## config.mk

```make
export PLATFORM = sky130hd
export DESIGN_NAME = gng_div
export DESIGN_NICKNAME = d
export VERILOG_FILES = /design/src/rtl/gng_pkg.sv /design/src/rtl/gng_div.sv
export SDC_FILE = /design/constraint.sdc
export NUM_CORES = 1
export LEC_CHECK = 0
export BUFFER_PORTS_ARGS = -buffer_cell sky130_fd_sc_hd__buf_4
export CAP_MARGIN = 30
export CORE_MARGIN = 1
export CORE_UTILIZATION = 53
export DETAILED_ROUTE_END_ITERATION = 6
export GPL_ROUTABILITY_DRIVEN = 1
export PLACE_DENSITY = 0.9
export SYNTH_ARGS = -nofsm -noshare
export SYNTH_HDL_FRONTEND = slang
export SYNTH_SLANG_ARGS = --single-unit
```

## constraint.sdc

```tcl
create_clock -name clk -period 2.95 [get_ports clk]
set_input_delay 0.1475 -clock clk [delete_from_list [all_inputs] [get_ports clk]]
set_output_delay 0.1475 -clock clk [all_outputs]
set_load 0.03 [all_outputs]
```

## src/rtl/gng_pkg.sv

```systemverilog
// Shared widths, register indexes, direction masks and types of the grid neighbour generator.
package gng_pkg;

    localparam int NODE_W      = 20;
    localparam int EDGE_W      = 23;
    localparam int DIR_W       = 3;
    localparam int NUM_DIRS    = 8;
    localparam int CFG_W       = 11;
    localparam int CFG_IDX_W   = 3;
    localparam int MAX_SIDE_DEF = 1024;

    localparam logic [CFG_IDX_W-1:0] CFG_GRID_WIDTH  = 3'd0;
    localparam logic [CFG_IDX_W-1:0] CFG_GRID_HEIGHT = 3'd1;
    localparam logic [CFG_IDX_W-1:0] CFG_EIGHT_NBR   = 3'd2;
    localparam logic [CFG_IDX_W-1:0] CFG_DIRECTED    = 3'd3;
    localparam logic [CFG_IDX_W-1:0] CFG_WRAP        = 3'd4;

    // Bit d of each mask stands for direction d (0 nw, 1 n, 2 ne, 3 w, 4 e, 5 sw, 6 s, 7 se).
    localparam logic [NUM_DIRS-1:0] UP_DIRS    = 8'b0000_0111;
    localparam logic [NUM_DIRS-1:0] DOWN_DIRS  = 8'b1110_0000;
    localparam logic [NUM_DIRS-1:0] LEFT_DIRS  = 8'b0010_1001;
    localparam logic [NUM_DIRS-1:0] RIGHT_DIRS = 8'b1001_0100;

    localparam logic [NUM_DIRS-1:0] SEL_EIGHT_ALL  = 8'b1111_1111;
    localparam logic [NUM_DIRS-1:0] SEL_EIGHT_BACK = 8'b0000_1111;
    localparam logic [NUM_DIRS-1:0] SEL_FOUR_ALL   = 8'b0101_1010;
    localparam logic [NUM_DIRS-1:0] SEL_FOUR_BACK  = 8'b0000_1010;

    typedef struct packed {
        logic busy;
        logic done;
    } gng_div_stat_t;

endpackage

```

## src/rtl/gng_div.sv

```systemverilog
// Restoring divider that produces one quotient bit per cycle.
module gng_div
    import gng_pkg::*;
#(
    parameter int DIVISOR_W = 11
)(
    input  logic                 clk,
    input  logic                 rst_n,
    input  logic                 start,
    input  logic [NODE_W-1:0]    dividend,
    input  logic [DIVISOR_W-1:0] divisor,
    output gng_div_stat_t        stat,
    output logic [NODE_W-1:0]    quotient,
    output logic [DIVISOR_W-1:0] remainder
);

    localparam int CNT_W = $clog2(NODE_W + 1);

    logic                 busy_reg, busy_next;
    logic                 done_reg, done_next;
    logic [CNT_W-1:0]     cnt_reg, cnt_next;
    logic [NODE_W-1:0]    dq_reg, dq_next;
    logic [DIVISOR_W-1:0] rem_reg, rem_next;
    logic [DIVISOR_W-1:0] dvs_reg, dvs_next;
    logic [DIVISOR_W:0]   trial;
    logic [DIVISOR_W:0]   diff;
    logic                 fits;

    // The dividend shifts out at the top while quotient bits shift in at the bottom.
    assign trial = {rem_reg, dq_reg[NODE_W-1]};
    assign diff  = trial - {1'b0, dvs_reg};
    assign fits  = (trial >= {1'b0, dvs_reg});

    always_comb
    begin
        busy_next = busy_reg;
        done_next = 1'b0;
        cnt_next  = cnt_reg;
        dq_next   = dq_reg;
        rem_next  = rem_reg;
        dvs_next  = dvs_reg;
        if (start)
        begin
            busy_next = 1'b1;
            cnt_next  = CNT_W'(NODE_W);
            dq_next   = dividend;
            rem_next  = '0;
            dvs_next  = divisor;
        end
        else if (busy_reg)
        begin
            dq_next  = {dq_reg[NODE_W-2:0], fits};
            rem_next = fits ? diff[DIVISOR_W-1:0] : trial[DIVISOR_W-1:0];
            cnt_next = cnt_reg - 1'b1;
            if (cnt_reg == CNT_W'(1))
            begin
                busy_next = 1'b0;
                done_next = 1'b1;
            end
        end
    end

    always_ff @(posedge clk or negedge rst_n)
    begin
        if (!rst_n)
        begin
            busy_reg <= 1'b0;
            done_reg <= 1'b0;
            cnt_reg  <= '0;
        end
        else
        begin
            busy_reg <= busy_next;
            done_reg <= done_next;
            cnt_reg  <= cnt_next;
        end
    end

    always_ff @(posedge clk)
    begin
        dq_reg  <= dq_next;
        rem_reg <= rem_next;
        dvs_reg <= dvs_next;
    end

    assign stat.busy = busy_reg;
    assign stat.done = done_reg;
    assign quotient  = dq_reg;
    assign remainder = rem_reg;

endmodule

```

==> results.cfg, run 1 <==
[drt]
vias_per_cell = 5.38
wl_per_cell_um = 14.0
drt_wl_total_um = 5020
drt_iter0_markers = 163
drc_errors = 0
num_vias = 1930
ant_nets = 0
firstDrtPassIters = 4

[global_route]
grt_pass1_wl_um = 8510
grt_max_degree = 53
grt-ovfl-total = 0
grt_pass1_vias = 1874
grt_use_total_pct = 21.0
antenna_found_initial = 0

[clocking]
cts_tree = done
clk_latency_ns = 0.30
cts_max_level = 2
cts_buffers = 5
cts-root-buf = clkbuf_8
clock_sinks = 49
clock_path_buffers = 2
path_clk_slew_ns = 0.10

[floorplanning]
die_area_um2 = 5230
die_h_um = 72.3
io_pins = 67
coreArea_um2 = 4750
chipWidth_um = 72.3
initial_utilization_pct = 55.1
floorplan.rows = 25

[final_layout]
largest_reg_flops = 20
diodes = 0
final_area_um2 = 3320
finalNetCount = 339
syn_to_final_growth_pct = 26.8
drive_gt1_share_pct = 36.0
utilization_pct = 69.9

[yosys]
yosys_warnings = 0
ys_ff_latch = 49
synthDistinctLibCells = 46
synth_edf_count = 31
synth_top_area_cell = edfxtp_1
yosys-top-cells-count = 31 x edfxtp_1, 20 x mux2_2, 19 x nor2_1
synth-seq-area-share_pct = 50.6
synth.top_cells.by_area = edfxtp_1 36%, mux2_2 8.6%, dfxtp_1 8.4%
ys.flop_type = edfxtp_1
synth.avg_cell_area_um2 = 11.8
post-synth-top-count-cell = edfxtp_1
async_flop_share_pct = 14.3
syn_area_um2 = 2620
synth_top_cell_area_share_pct = 35.5
syn_inst = 222
syn_nets = 270

[sta]
maxSlewViolCount = 0
timing.final.crit_period_ns = 2.64
finalSetupTns_ns = 0
rsz0062_at_grt = false
max_freq_mhz = 379
setup_violations = 0
skew_ns = 0.00676
tightest_slew_ns = 0.585
maxSlewHeadroom_pct = 61.0
hold_viol_final = 0
holdWs_ns = 0.0136
finalCritPeriodShare_pct = 89.5

[status]
outcome = finished clean

[placed_design]
port_buffers = 66
dpl_cell_area_um2 = 3160
globalplace.congestion = 0.844
dp.final_hpwl_um = 3590

[power]
pwr-share-seq_pct = 36.3
power_mw = 2.62
p_leak_nw = 1.43
power.internal_mw = 1.63
swShare_pct = 37.8
p_per_area_nw_per_um2 = 787
vdd_drop_max_v = 0.000460
p_switching_uw = 988
clockPowerShare_pct = 19.0
pwr-share-comb_pct = 44.7

[setup_path]
start_kind = register
criticalPathCategory = register to register
reg2reg_from = quotient[19]
worstSetupEndpointType = register
worstPathMaxFanout = 14
arrival_ns = 2.87
setup.worst_path.start = quotient[19]
worstPathRequired_ns = 3.18

[hold_path]
min_from = divisor[3]
hold_path_class = input pin to register

[flow_run]
max_cap_violations = 0
## what timing repair did
| action | in CTS | in global routing |
|---|---|---|
| resized for setup | 0 | 0 |
| hold buffers | 1 | 4 |
| buffers inserted | 0 | 0 |
| endpoints found under the hold margin | 7 | 4 |
## metrics by stage
stage / instances / setup slack, ns
2_1_floorplan: 222 / 0.530
3_3_place_gp: 346 / 0.456
3_5_place_dp: 346 / 0.332
4_1_cts: 355 / 0.300
5_1_grt: 359 / 0.132
6_report: 359 / 0.310
## layer usage
metal	global-route usage [%]	share of wire (%)
met5	0	0
met4	8.28	1.5
met3	7.36	7.9
met2	33.7	48
met1	26.1	43
## cells by family (layout without fill, tap and decap cells)
logic type	after synthesis	after routing	synth area share [%]
buf+inv	26	96	4.30
fa+ha+maj	14	14	6.97
simple gates	56	56	12.3
compound gates	40	40	11.0
flops	49	49	50.6
mux	28	28	11.8
xor+xnor	9	9	3.01
## power by group through the flow
stage	registers, mW	clock network [mW]	logic, mW
2_1_floorplan	1.13	0	0.698
3_3_place_gp	0.962	0	1.13
3_5_place_dp	0.962	0	1.16
4_1_cts	0.950	0.508	1.17
5_1_grt	0.967	0.532	1.27
6_report	0.951	0.496	1.17
## critical path: stages, from the launching register on
cell      delay (ns)
edfxtp_1        0.36
inv_1           0.06
ha_1            0.22
fa_1            0.41
nor2b_1         0.18
o31a_1          0.24
o21ai_4         0.12
o21ai_4         0.41
mux2_4          0.35
a211oi_2        0.21
## area by class of cell
type	instances	area (µm²)
fill	351	1430
inverter	16	60.1
multi-input combinational	147	1180
timing repair buffer	72	553
clock buffer	5	68.8
tap	67	83.8
sequential	49	1330
clock inverter	3	50.0
## worst paths after layout
check                                to  slack (ns)  cells past startpoint
max                        remainder[0]        0.31                      9
min                          dvs_reg[3]        0.01                      1
max reg2reg                remainder[0]        0.31                      9
min reg2reg                remainder[3]        0.53                      2
max in group asynchronous    cnt_reg[2]        2.65                      2
min in group asynchronous    cnt_reg[4]        0.18                      2
## cells in the final DEF (no fill, tap or decap), types with 2 or more instances in the layout
master         instances
dfrtp_1                7
inv_1                 16
o31a_1                 2
ha_1                  13
o21a_1                 2
or2_2                  2
dfxtp_1               11
o22ai_1                2
nor2_1                19
o211ai_1               2
dlygate4sd3_1          5
a211oi_1               8
clkbuf_8               5
nor3b_1                2
nor2b_1                2
o21ai_1                3
mux2_2                20
xnor2_1                8
nand3_1                4
nand2b_1               7
nand2_1                7
a311oi_1               2
nor3_1                 2
or3_1                  2
edfxtp_1              31
buf_4                 67
o21ai_4                2
o21ai_0                6
o311ai_0               2
a21oi_1                7
mux2i_1                7
(Power assumes the default switching activity.)
==> run 2: changes to the inputs <==
==> constraint.sdc (replaced) <==
create_clock -name clk -period 2.95 [get_ports clk]
set_input_delay 0.59 -clock clk [delete_from_list [all_inputs] [get_ports clk]]
set_output_delay 0.59 -clock clk [all_outputs]
set_load 0.03 [all_outputs]
==> run 2 against run 1 <==
  * Final area down 1.7%
  * Critical path depth unchanged
  * Global-route usage down 0.98 points
  * Sequential power about the same
  * Fmax down 0.40%
  * Register-to-register slack about the same
  * Non-clock buffer count down 5
  * Cell count down 1.4%
  * Critical endpoint unchanged
  * Largest cell class unchanged
==> results.cfg, run 2 (synthesis results as in run 1) <==
[drt]
ant_nets = 0
drt_iter0_markers = 108
drc_errors = 0
num_vias = 1874
vias_per_cell = 5.29
wl_per_cell_um = 14.0
drt_wl_total_um = 4970
firstDrtPassIters = 4

[flow_run]
max_cap_violations = 0

[final_layout]
drive_gt1_share_pct = 36.2
final_common_cell = buf_4
finalNetCount = 334
syn_to_final_growth_pct = 24.6
seq_area_um2 = 1330
multi_input_area_um2 = 1180
diodes = 0
n_fill_cell = 364
layout_common_cells = 67 x buf_4, 31 x edfxtp_1, 20 x mux2_2
final_area_um2 = 3270
largest_reg_flops = 20

[floorplanning]
chipWidth_um = 72.3
initial_utilization_pct = 55.1
die_h_um = 72.3
io_pins = 67
die_area_um2 = 5230
floorplan.rows = 25
coreArea_um2 = 4750

[power]
clockPowerShare_pct = 18.6
pwr-share-comb_pct = 44.7
vdd_drop_max_v = 0.000392
power_mw = 2.59
p_leak_nw = 1.41
p_per_area_nw_per_um2 = 794
p_switching_uw = 971
swShare_pct = 37.4
power.internal_mw = 1.62
pwr-share-seq_pct = 36.7

[clocking]
post_cts_buffers = 0
path_clk_slew_ns = 0.10
postCtsHoldBufs = 0
cts-root-buf = clkbuf_8
clock_sinks = 49
clock_path_buffers = 2
cts_buffers = 5
cts_max_level = 2
cts_resized = 0
cts_tree = done
clk_latency_ns = 0.31

[setup_path]
arrival_ns = 2.87
r2r_slack_ns = 0.30
reg2reg_from = quotient[19]
worstSetupEndpointType = register
reg2reg_to = remainder[0]
worstPathMaxFanout = 14
criticalPathCategory = register to register
worstPathRequired_ns = 3.17
start_kind = register
rr_worst_depth = 9

[global_route]
antenna_found_initial = 0
grt_max_degree = 37
grt-ovfl-total = 0
grt_use_total_pct = 20.1
grt_pass1_wl_um = 8090
grt_pass1_vias = 1802

[sta]
maxSlewViolCount = 0
timing.final.crit_period_ns = 2.65
setup_violations = 0
skew_ns = 0.0149
tightest_slew_ns = 1.01
finalCritPeriodShare_pct = 89.8
maxSlewHeadroom_pct = 33.0
rsz0062_at_grt = false
max_freq_mhz = 377
hold_viol_final = 0
finalSetupTns_ns = 0

[hold_path]
hold_path_class = input pin to async pin

[placed_design]
globalplace.congestion = 0.838
dpl_cell_area_um2 = 3160
dp.final_hpwl_um = 3620
port_buffers = 66

[status]
outcome = finished clean
==> run 2: cell type report <==
cell class	instances	area share (%)
clock buffers	6	2.22
clock inverters	2	1.19
inverters	16	1.84
multi-input cells	147	36.2
flip-flops and latches	49	40.6
well taps	67	2.57
repair buffers	67	15.4
==> run 2: power by group through the flow <==
stage	registers (mW)	logic, mW	clock network [mW]
2_1_floorplan	1.13	0.698	0
3_3_place_gp	0.962	1.13	0
3_5_place_dp	0.966	1.15	0
4_1_cts	0.954	1.16	0.495
5_1_grt	0.969	1.26	0.516
6_report	0.951	1.16	0.483
==> run 2: through the flow <==
step           worst slack, ns  utilization, %  std cells  hold WS, ns
6_report                 0.300            68.7        354       0.0819
5_1_grt                  0.119            68.7        354       0.0748
4_1_cts                  0.300            68.7        354       0.0787
3_5_place_dp             0.334            66.4        346        0.408
3_3_place_gp             0.456            66.4        346        0.405
2_1_floorplan            0.530               -        222        0.294
==> run 2: critical path, cell delays in order (launching register included) <==
cell and delay (ns):
edfxtp_1 0.36, inv_1 0.06, ha_1 0.22, fa_1 0.41, nor2b_1 0.18, o31a_1 0.24, o21ai_4 0.12, o21ai_4 0.42
mux2_4 0.35, a211oi_2 0.22
==> run 2: worst max-delay path by stage <==
stage	slack, ns	startpoint	end	depth (start not counted)
after detailed placement	0.33	quotient[19]	remainder[0]	9
after floorplan	0.53	quotient[19]	remainder[0]	9
final	0.30	quotient[19]	remainder[0]	9
after CTS	0.30	quotient[19]	remainder[0]	9
after global routing	0.12	quotient[19]	remainder[0]	9
after global placement	0.46	quotient[19]	remainder[0]	9
==> run 2: metal layers <==
layer / global-route usage (%) / wire length (µm) / up-vias
met2: 32.7 / 2410 / 57
li1: - / - / 931
met4: 6.97 / 72 / 0
met1: 24.9 / 2140 / 879
met5: 0 / 0 / -
met3: 6.81 / 344 / 7
